==> config.mk <==
export PLATFORM = sky130hd
export DESIGN_NAME = line_pixel_stepper_top
export DESIGN_NICKNAME = d
export VERILOG_FILES = /design/src/hw/rtl/lps_pkg.sv /design/src/hw/rtl/lps_cfg_regs.sv /design/src/hw/rtl/lps_offset.sv /design/src/hw/rtl/lps_stepper.sv /design/src/hw/rtl/line_pixel_stepper_top.sv
export SDC_FILE = /design/constraint.sdc
export NUM_CORES = 2
export LEC_CHECK = 0
export BUFFER_PORTS_ARGS = -buffer_cell sky130_fd_sc_hd__buf_4
export CAP_MARGIN = 5
export CELL_PAD_IN_SITES_DETAIL_PLACEMENT = 1
export CELL_PAD_IN_SITES_GLOBAL_PLACEMENT = 1
export CORE_ASPECT_RATIO = 1.4
export CORE_MARGIN = 3
export CORE_UTILIZATION = 54
export CTS_CLUSTER_SIZE = 40
export DETAILED_ROUTE_END_ITERATION = 8
export PLACE_DENSITY = 0.95
export SYNTH_ARGS = -nofsm -noshare
export SYNTH_HDL_FRONTEND = slang
export SYNTH_SLANG_ARGS = --single-unit
export TNS_END_PERCENT = 1
==> constraint.sdc <==
create_clock -name clk -period 18.9 [get_ports clk]
set_clock_uncertainty 0.15 [all_clocks]
set_input_delay 3.78 -clock clk [delete_from_list [all_inputs] [get_ports clk]]
set_output_delay 3.78 -clock clk [all_outputs]
set_load 0.01 [all_outputs]
==> src/hw/rtl/lps_pkg.sv <==
`default_nettype none

package lps_pkg;

	// register indexes on the configuration channel
	localparam int unsigned CFG_INDEX_BITS = 4;
	localparam int unsigned CFG_DATA_BITS  = 16;

	typedef enum logic [CFG_INDEX_BITS-1:0] {
		REG_ROW_PITCH  = 4'd0,
		REG_PIXEL_BITS = 4'd1
	} reg_index_t;

	// fixed field widths
	localparam int unsigned PITCH_BITS  = 16;
	localparam int unsigned PXBITS_BITS = 6;
	localparam int unsigned BPP_BITS    = 3;
	localparam int unsigned OFFSET_BITS = 28;
	localparam int unsigned INK_BITS    = 32;
	localparam int unsigned BYTE_SHIFT  = 3;

	localparam logic [PITCH_BITS-1:0]  PITCH_RESET  = 16'd16384;
	localparam logic [PXBITS_BITS-1:0] PXBITS_RESET = 6'd32;

	// input command codes
	localparam logic CMD_LOAD = 1'b0;
	localparam logic CMD_STEP = 1'b1;

	// travel direction on one axis
	typedef enum logic [1:0] {
		DIR_NONE  = 2'd0,
		DIR_PLUS  = 2'd1,
		DIR_MINUS = 2'd2
	} dir_t;

	// frame buffer layout settings
	typedef struct packed {
		logic [PITCH_BITS-1:0]  row_pitch_bytes;
		logic [PXBITS_BITS-1:0] pixel_bits;
	} cfg_t;

endpackage

`default_nettype wire

==> src/hw/rtl/lps_cfg_regs.sv <==
`default_nettype none

module lps_cfg_regs (
	input  wire logic                                clk,
	input  wire logic                                arst_n,
	input  wire logic                                cfg_valid,
	output logic                                     cfg_ready,
	input  wire logic [lps_pkg::CFG_INDEX_BITS-1:0]  cfg_index,
	input  wire logic [lps_pkg::CFG_DATA_BITS-1:0]   cfg_data,
	output lps_pkg::cfg_t                            cfg
);

	lps_pkg::cfg_t cfg_q;

	assign cfg_ready = 1'b1;
	assign cfg          = cfg_q;

	// register writes, unknown indexes are dropped
	always_ff @(posedge clk or negedge arst_n) begin
		if (!arst_n) begin
			cfg_q.row_pitch_bytes <= lps_pkg::PITCH_RESET;
			cfg_q.pixel_bits      <= lps_pkg::PXBITS_RESET;
		end else if (cfg_valid && cfg_ready) begin
			case (cfg_index)
				lps_pkg::REG_ROW_PITCH: begin
					cfg_q.row_pitch_bytes <= cfg_data;
				end
				lps_pkg::REG_PIXEL_BITS: begin
					cfg_q.pixel_bits <= cfg_data[lps_pkg::PXBITS_BITS-1:0];
				end
				default: begin
				end
			endcase
		end
	end

endmodule

`default_nettype wire

==> src/hw/rtl/lps_offset.sv <==
`default_nettype none

module lps_offset #(
	parameter int unsigned COORD_BITS = 12
) (
	input  wire logic [COORD_BITS-1:0]            pixel_x,
	input  wire logic [COORD_BITS-1:0]            pixel_y,
	input  wire lps_pkg::cfg_t                    cfg,
	output logic [lps_pkg::OFFSET_BITS-1:0]       byte_offset
);

	localparam int unsigned ROW_W = COORD_BITS + lps_pkg::PITCH_BITS;
	localparam int unsigned SUM_W = ROW_W + 1;

	logic [lps_pkg::BPP_BITS-1:0] bpp;
	logic [ROW_W-1:0]             row_part;
	logic [ROW_W-1:0]             col_part;
	logic [SUM_W-1:0]             sum;

	// bytes per pixel rounded down
	assign bpp = lps_pkg::BPP_BITS'(cfg.pixel_bits >> lps_pkg::BYTE_SHIFT);

	// row times pitch plus column times bytes per pixel, wrapped to offset width
	assign row_part    = ROW_W'(pixel_y) * ROW_W'(cfg.row_pitch_bytes);
	assign col_part    = ROW_W'(pixel_x) * ROW_W'(bpp);
	assign sum         = SUM_W'(row_part) + SUM_W'(col_part);
	assign byte_offset = lps_pkg::OFFSET_BITS'(sum);

endmodule

`default_nettype wire

==> src/hw/rtl/lps_stepper.sv <==
`default_nettype none

module lps_stepper #(
	parameter int unsigned COORD_BITS = 12
) (
	input  wire logic                            clk,
	input  wire logic                            arst_n,
	input  wire logic                            en,
	input  wire logic                            command,
	input  wire logic [COORD_BITS-1:0]           start_x,
	input  wire logic [COORD_BITS-1:0]           start_y,
	input  wire logic [COORD_BITS-1:0]           end_x,
	input  wire logic [COORD_BITS-1:0]           end_y,
	input  wire logic [lps_pkg::INK_BITS-1:0]    ink,
	output logic                                 emit,
	output logic [COORD_BITS-1:0]                pixel_x,
	output logic [COORD_BITS-1:0]                pixel_y,
	output logic [lps_pkg::INK_BITS-1:0]         pixel_value,
	output logic                                 last
);

	localparam int unsigned PROD_W = 2 * COORD_BITS;
	localparam logic [COORD_BITS-1:0] SPAN_FLOOR = COORD_BITS'(1);

	logic [COORD_BITS-1:0]       cur_col_q, cur_row_q, goal_col_q, goal_row_q;
	logic [COORD_BITS-1:0]       span_col_q, span_row_q;
	lps_pkg::dir_t               dir_col_q, dir_row_q;
	logic [lps_pkg::INK_BITS-1:0] held_ink_q;
	logic                        active_q;

	logic [COORD_BITS-1:0] rem_col, rem_row;
	logic [PROD_W-1:0]     lhs, rhs;
	logic [COORD_BITS-1:0] next_col, next_row;
	logic [COORD_BITS-1:0] load_span_col, load_span_row;

	function automatic logic [COORD_BITS-1:0] gap(
		input logic [COORD_BITS-1:0] a,
		input logic [COORD_BITS-1:0] b
	);
		return (a >= b) ? (a - b) : (b - a);
	endfunction

	function automatic lps_pkg::dir_t dir_of(
		input logic [COORD_BITS-1:0] from,
		input logic [COORD_BITS-1:0] to
	);
		if (to > from) begin
			return lps_pkg::DIR_PLUS;
		end else if (to < from) begin
			return lps_pkg::DIR_MINUS;
		end
		return lps_pkg::DIR_NONE;
	endfunction

	function automatic logic [COORD_BITS-1:0] move(
		input logic [COORD_BITS-1:0] v,
		input lps_pkg::dir_t         dir
	);
		logic [COORD_BITS-1:0] r;
		case (dir)
			lps_pkg::DIR_PLUS:  r = v + SPAN_FLOOR;
			lps_pkg::DIR_MINUS: r = v - SPAN_FLOOR;
			default:            r = v;
		endcase
		return r;
	endfunction

	// remaining slope against original slope by cross products
	assign rem_col = gap(cur_col_q, goal_col_q);
	assign rem_row = gap(cur_row_q, goal_row_q);
	assign lhs     = PROD_W'(rem_col) * PROD_W'(span_row_q);
	assign rhs     = PROD_W'(span_col_q) * PROD_W'(rem_row);

	always_comb begin
		next_col = cur_col_q;
		next_row = cur_row_q;
		if (lhs < rhs) begin
			next_row = move(cur_row_q, dir_row_q);
		end else if (lhs > rhs) begin
			next_col = move(cur_col_q, dir_col_q);
		end else begin
			next_row = move(cur_row_q, dir_row_q);
			next_col = move(cur_col_q, dir_col_q);
		end
	end

	// emitted pixel is the current one
	assign emit        = (command == lps_pkg::CMD_STEP) && active_q;
	assign pixel_x     = cur_col_q;
	assign pixel_y     = cur_row_q;
	assign pixel_value = held_ink_q;
	assign last        = (next_col == goal_col_q) && (next_row == goal_row_q);

	// zero spans are held as one
	assign load_span_col = (gap(start_x, end_x) == '0) ? SPAN_FLOOR : gap(start_x, end_x);
	assign load_span_row = (gap(start_y, end_y) == '0) ? SPAN_FLOOR : gap(start_y, end_y);

	// line state
	always_ff @(posedge clk or negedge arst_n) begin
		if (!arst_n) begin
			cur_col_q  <= '0;
			cur_row_q  <= '0;
			goal_col_q <= '0;
			goal_row_q <= '0;
			span_col_q <= '0;
			span_row_q <= SPAN_FLOOR;
			dir_col_q  <= lps_pkg::DIR_NONE;
			dir_row_q  <= lps_pkg::DIR_NONE;
			held_ink_q <= '0;
			active_q   <= 1'b0;
		end else if (en) begin
			if (command == lps_pkg::CMD_LOAD) begin
				cur_col_q  <= start_x;
				cur_row_q  <= start_y;
				goal_col_q <= end_x;
				goal_row_q <= end_y;
				span_col_q <= load_span_col;
				span_row_q <= load_span_row;
				dir_col_q  <= dir_of(start_x, end_x);
				dir_row_q  <= dir_of(start_y, end_y);
				held_ink_q <= ink;
				active_q   <= (start_x != end_x) || (start_y != end_y);
			end else if (active_q) begin
				cur_col_q <= next_col;
				cur_row_q <= next_row;
				active_q  <= !last;
			end
		end
	end

endmodule

`default_nettype wire

==> src/hw/rtl/line_pixel_stepper_top.sv <==
`default_nettype none

// channel   direction  handshake                  payload
// s_*       in         s_tvalid / s_tready        s_tdata line item, s_tuser command
// m_*       out        m_tvalid / m_tready        m_tdata pixel, m_tlast end of line
// cfg_*     in         cfg_valid / cfg_ready      cfg_index, cfg_data
//
// one item per cycle unless a stalled output holds a pixel; the stepping loop
// closes combinationally through the two cross products and their compare on the
// line state registers. a pixel passes the input and output registers. reset
// clears the line state and handshake valids and presets the layout registers.
// a stalled output holds its pixel while the input register takes loads,
// idle steps, or any step when the output register drains in the same cycle.

module line_pixel_stepper_top #(
	parameter int unsigned COORD_BITS = 12
) (
	input  wire logic                                clk,
	input  wire logic                                arst_n,
	input  wire logic                                s_tvalid,
	output logic                                     s_tready,
	// start_x, start_y, end_x, end_y, ink, zero pad
	input  wire logic [((4*COORD_BITS+32+7)/8)*8-1:0] s_tdata,
	// command
	input  wire logic                                s_tuser,
	output logic                                     m_tvalid,
	input  wire logic                                m_tready,
	// pixel_x, pixel_y, byte_offset, pixel_value, zero pad
	output logic [((2*COORD_BITS+60+7)/8)*8-1:0]     m_tdata,
	output logic                                     m_tlast,
	input  wire logic                                cfg_valid,
	output logic                                     cfg_ready,
	input  wire logic [lps_pkg::CFG_INDEX_BITS-1:0]  cfg_index,
	input  wire logic [lps_pkg::CFG_DATA_BITS-1:0]   cfg_data
);

	localparam int unsigned C      = COORD_BITS;
	localparam int unsigned OW     = lps_pkg::OFFSET_BITS;
	localparam int unsigned IW     = lps_pkg::INK_BITS;
	localparam int unsigned OUT_W  = 2 * C + OW + IW;
	localparam int unsigned M_W    = ((2 * C + OW + IW + 7) / 8) * 8;

	lps_pkg::cfg_t cfg;

	logic                   valid_s1;
	logic                   cmd_s1;
	logic [C-1:0]           sx_s1, sy_s1, ex_s1, ey_s1;
	logic [IW-1:0]          ink_s1;

	logic                   emit;
	logic                   advance;
	logic [C-1:0]           pix_x, pix_y;
	logic [IW-1:0]          pix_val;
	logic                   pix_last;
	logic [OW-1:0]          pix_off;

	logic                   valid_s2;
	logic [OUT_W-1:0]       data_s2;
	logic                   last_s2;

	lps_cfg_regs u_cfg (
		.clk       (clk),
		.arst_n    (arst_n),
		.cfg_valid (cfg_valid),
		.cfg_ready (cfg_ready),
		.cfg_index (cfg_index),
		.cfg_data  (cfg_data),
		.cfg       (cfg)
	);

	// input register moves on unless its pixel must wait for the output side
	assign advance  = valid_s1 && (!valid_s2 || m_tready || !emit);
	assign s_tready = !valid_s1 || advance;

	always_ff @(posedge clk or negedge arst_n) begin
		if (!arst_n) begin
			valid_s1 <= 1'b0;
		end else if (s_tready) begin
			valid_s1 <= s_tvalid;
		end
	end

	always_ff @(posedge clk) begin
		if (s_tvalid && s_tready) begin
			cmd_s1 <= s_tuser;
			sx_s1  <= s_tdata[C-1:0];
			sy_s1  <= s_tdata[2*C-1:C];
			ex_s1  <= s_tdata[3*C-1:2*C];
			ey_s1  <= s_tdata[4*C-1:3*C];
			ink_s1 <= s_tdata[4*C+IW-1:4*C];
		end
	end

	lps_stepper #(
		.COORD_BITS (C)
	) u_stepper (
		.clk         (clk),
		.arst_n      (arst_n),
		.en          (advance),
		.command     (cmd_s1),
		.start_x     (sx_s1),
		.start_y     (sy_s1),
		.end_x       (ex_s1),
		.end_y       (ey_s1),
		.ink         (ink_s1),
		.emit        (emit),
		.pixel_x     (pix_x),
		.pixel_y     (pix_y),
		.pixel_value (pix_val),
		.last        (pix_last)
	);

	lps_offset #(
		.COORD_BITS (C)
	) u_offset (
		.pixel_x     (pix_x),
		.pixel_y     (pix_y),
		.cfg         (cfg),
		.byte_offset (pix_off)
	);

	// output register holds one pixel until its transfer
	always_ff @(posedge clk or negedge arst_n) begin
		if (!arst_n) begin
			valid_s2 <= 1'b0;
		end else if (advance && emit) begin
			valid_s2 <= 1'b1;
		end else if (m_tready) begin
			valid_s2 <= 1'b0;
		end
	end

	always_ff @(posedge clk) begin
		if (advance && emit) begin
			data_s2 <= {pix_val, pix_off, pix_y, pix_x};
			last_s2 <= pix_last;
		end
	end

	assign m_tvalid = valid_s2;
	assign m_tdata  = M_W'(data_s2);
	assign m_tlast  = last_s2;

endmodule

`default_nettype wire
==> impl_metrics.py <==
metrics = {
    "synthesis": {
        "synth_top_flop_cell": "edfxtp_1",
        "seq_area_frac_synth_pct": 25.0,
        "ys_ff_latch": 296,
        "synthCells": 3469,
        "syn_area_per_cell_um2": 9.51,
        "synthArstFlopShare_pct": 43.9,
        "synth_edf_count": 166,
        "synth_top_area_share_pct": 23.4,
        "synth_warnings": 0,
        "yosysUniqueCellTypes": 82,
        "syn_area_um2": 33000,
        "synthTopCellsByArea": "fa_1 23%, edfxtp_1 15%, ha_1 13%, dfrtp_1 9.6%, inv_1 6.4%",
        "synth_largest_area_cell": "fa_1",
    },
    "critical_path": {
        "crit_required_ns": 19.24,
        "cp_data_arrival_time_ns": 13.94,
        "cp_slowest_cell": "a21oi_1",
        "r2r-start": "u_stepper.pixel_x[0]$_DFFE_PN0P_",
        "cp-end-kind": "flop",
        "critPathTopFamily": "compound AO/OA/AOI/OAI gates",
        "cp_slowest_stage_delay_ns": 1.00,
        "startpoint": "u_stepper.pixel_x[0]$_DFFE_PN0P_",
        "crit_fanout": 21,
        "critical_path_class": "reg2reg",
        "cp_num_buf_inv": 7,
        "startpoint_type": "flop",
    },
    "clocking": {
        "cts_resized": 0,
        "root_buffer": "clkbuf_16",
        "clk_path_buf_depth": 3,
        "post-cts-setup-buffers": 0,
        "holdBufCountCts": 0,
        "cts.sinks": 296,
        "cts_tree": "built",
        "cts_made_buffers": 29,
        "clock_latency_ns": 0.61,
        "h-tree-depth": 1,
        "path_clk_slew_ns": 0.07,
    },
    "placed_design": {
        "io_buffers": 192,
        "hpwl_um": 87200,
        "place_area_um2": 35200,
        "gp_congestion": 0.935,
    },
    "timing": {
        "period_needed_ns": 13.60,
        "drv_slew": 0,
        "rsz0062_at_grt": "no",
        "worst_pin_slew_ns": 1.28,
        "tns_ns": 0,
        "setup_viol": 0,
        "finalHoldViolations": 0,
        "slew_headroom_pct": 15.0,
        "fin_crit_sh_pct": 71.9,
        "clock.fmax_ghz": 0.0735,
    },
    "die": {
        "die_y_um": 298,
        "io_pins": 198,
        "rows": 106,
        "dieArea_um2": 64100,
        "core_um2": 60100,
        "die_w_um": 215,
        "start_util_pct": 54.9,
    },
    "drt": {
        "route.detailed.drc": 0,
        "vias": 27700,
        "drtIter0Drc": 2249,
        "dr.pass1.iters": 6,
        "vias_per_cell": 6.27,
        "routedWlPerCell_um": 27.5,
        "routed_wl_um": 121000,
        "ant_nets": 0,
    },
    "global_route": {
        "top_usage_layer": "met2",
        "grt_pass1_wl_um": 187000,
        "overflow": 0,
        "grtUsageMet1_pct": 37.5,
        "grt_use_met3_pct": 6.74,
        "grt_max_degree": 75,
        "grt_usage_pct": 37.8,
        "grt_pass1_vias": 32300,
        "grtUsageMet2_pct": 67.6,
        "antenna_found_initial": 3,
    },
    "finish": {
        "fill_cells": 6676,
        "regArea_um2": 8240,
        "drive_gt1_share_pct": 9.28,
        "final_common_cell": "inv_1",
        "layout_common_cells": "560 x inv_1, 489 x nand2_1, 385 x fa_1",
        "fin_util_pct": 60.1,
        "nets": 4425,
        "area_growth_pct": 9.48,
        "finish.instance_area_um2": 36100,
        "multiInputGateArea_um2": 22100,
    },
    "outcome": {
        "status": "completed",
    },
    "worst_hold_path": {
        "hold_path_class": "reg2reg",
        "hold_start": "u_stepper.pixel_value[1]$_DFFE_PN0P_",
    },
    "run": {
        "cap_violations": 0,
    },
}
==> flip-flops by register name, summed over array words and instances (netlist names) <==
signal / flops
cmd_s1: 1
data_s2: 84
ex_s1: 12
ey_s1: 12
ink_s1: 32
m_tlast: 1
m_tvalid: 1
sx_s1: 12
sy_s1: 12
u_cfg.cfg: 19
u_stepper.active_q: 1
u_stepper.dir_col_q: 2
u_stepper.dir_row_q: 2
u_stepper.goal_col_q: 12
u_stepper.goal_row_q: 12
u_stepper.pixel_value: 32
u_stepper.pixel_x: 12
u_stepper.pixel_y: 12
u_stepper.span_col_q: 12
u_stepper.span_row_q: 12
valid_s1: 1
==> layer usage <==
layer | up-vias | part of all wire (%)
li1 | 11400 | -
met1 | 14000 | 32
met2 | 1561 | 51
met3 | 768 | 6.5
met4 | 2 | 11
met5 | - | 0.011
==> cells by family (layout without fill, tap and decap cells) <==
group | after synthesis | after routing | share of synthesized area, %
muxes | 54 | 54 | 1.75
other | 2 | 6 | 0.0228
AOI/OAI and AO/OA | 481 | 481 | 9.22
buffers and inverters | 712 | 841 | 8.24
DFF | 296 | 296 | 25.0
and+or+nand+nor | 1041 | 1041 | 15.1
adders and majority gates | 740 | 740 | 36.8
xor gates and xnor gates | 143 | 143 | 3.84
==> through the flow <==
stage / std cells / setup WS [ns] / hold slack (ns)
finish: 4412 / 5.30 / 0.302
global route: 4412 / 4.76 / 0.322
CTS: 4411 / 5.61 / 0.305
detailed placement: 4358 / 6.19 / 0.285
global placement: 4358 / 6.71 / 0.268
floorplan: 3472 / 8.16 / 0.265
==> layout make-up <==
class                           instances  share of cell area [%]
Multi-Input combinational cell       2464                    61.2
Sequential cell                       296                    22.8
Inverter                              560                    5.82
Timing Repair Buffer                  228                    4.75
Tap cell                              810                    2.81
Clock buffer                           36                    2.08
Clock inverter                         17                   0.551
Antenna cell                            1                 0.00693
==> final timing paths <==
| kind | slack [ns] | end | depth (start not counted) |
|---|---|---|---|
| min | 0.30 | data_s2[53]$_DFFE_PP_ | 0 |
| min in group asynchronous | 3.05 | u_stepper.pixel_value[28]$_DFFE_PN0P_ | 1 |
| max reg2reg | 5.30 | u_stepper.pixel_x[6]$_DFFE_PN0P_ | 44 |
| max in group asynchronous | 14.11 | u_stepper.dir_col_q[0]$_DFFE_PN0P_ | 2 |
| max | 5.30 | u_stepper.pixel_x[6]$_DFFE_PN0P_ | 44 |
| min reg2reg | 0.30 | data_s2[53]$_DFFE_PP_ | 0 |
==> synthesized netlist by cell type, types with 44 or more instances <==
library cell	instances
nor2_1	108
nor2b_1	49
ha_1	355
xnor2_1	94
xor2_1	48
nand2_1	489
o21ai_0	127
a21oi_1	128
edfxtp_1	166
dfrtp_1	127
nand3_1	44
fa_1	385
inv_1	560
clkbuf_1	128
and2_1	192
a21o_1	51
Power is left out: the tool's default activity adds up to more than one toggle a clock period on the data nets, which glitch-free logic cannot reach.
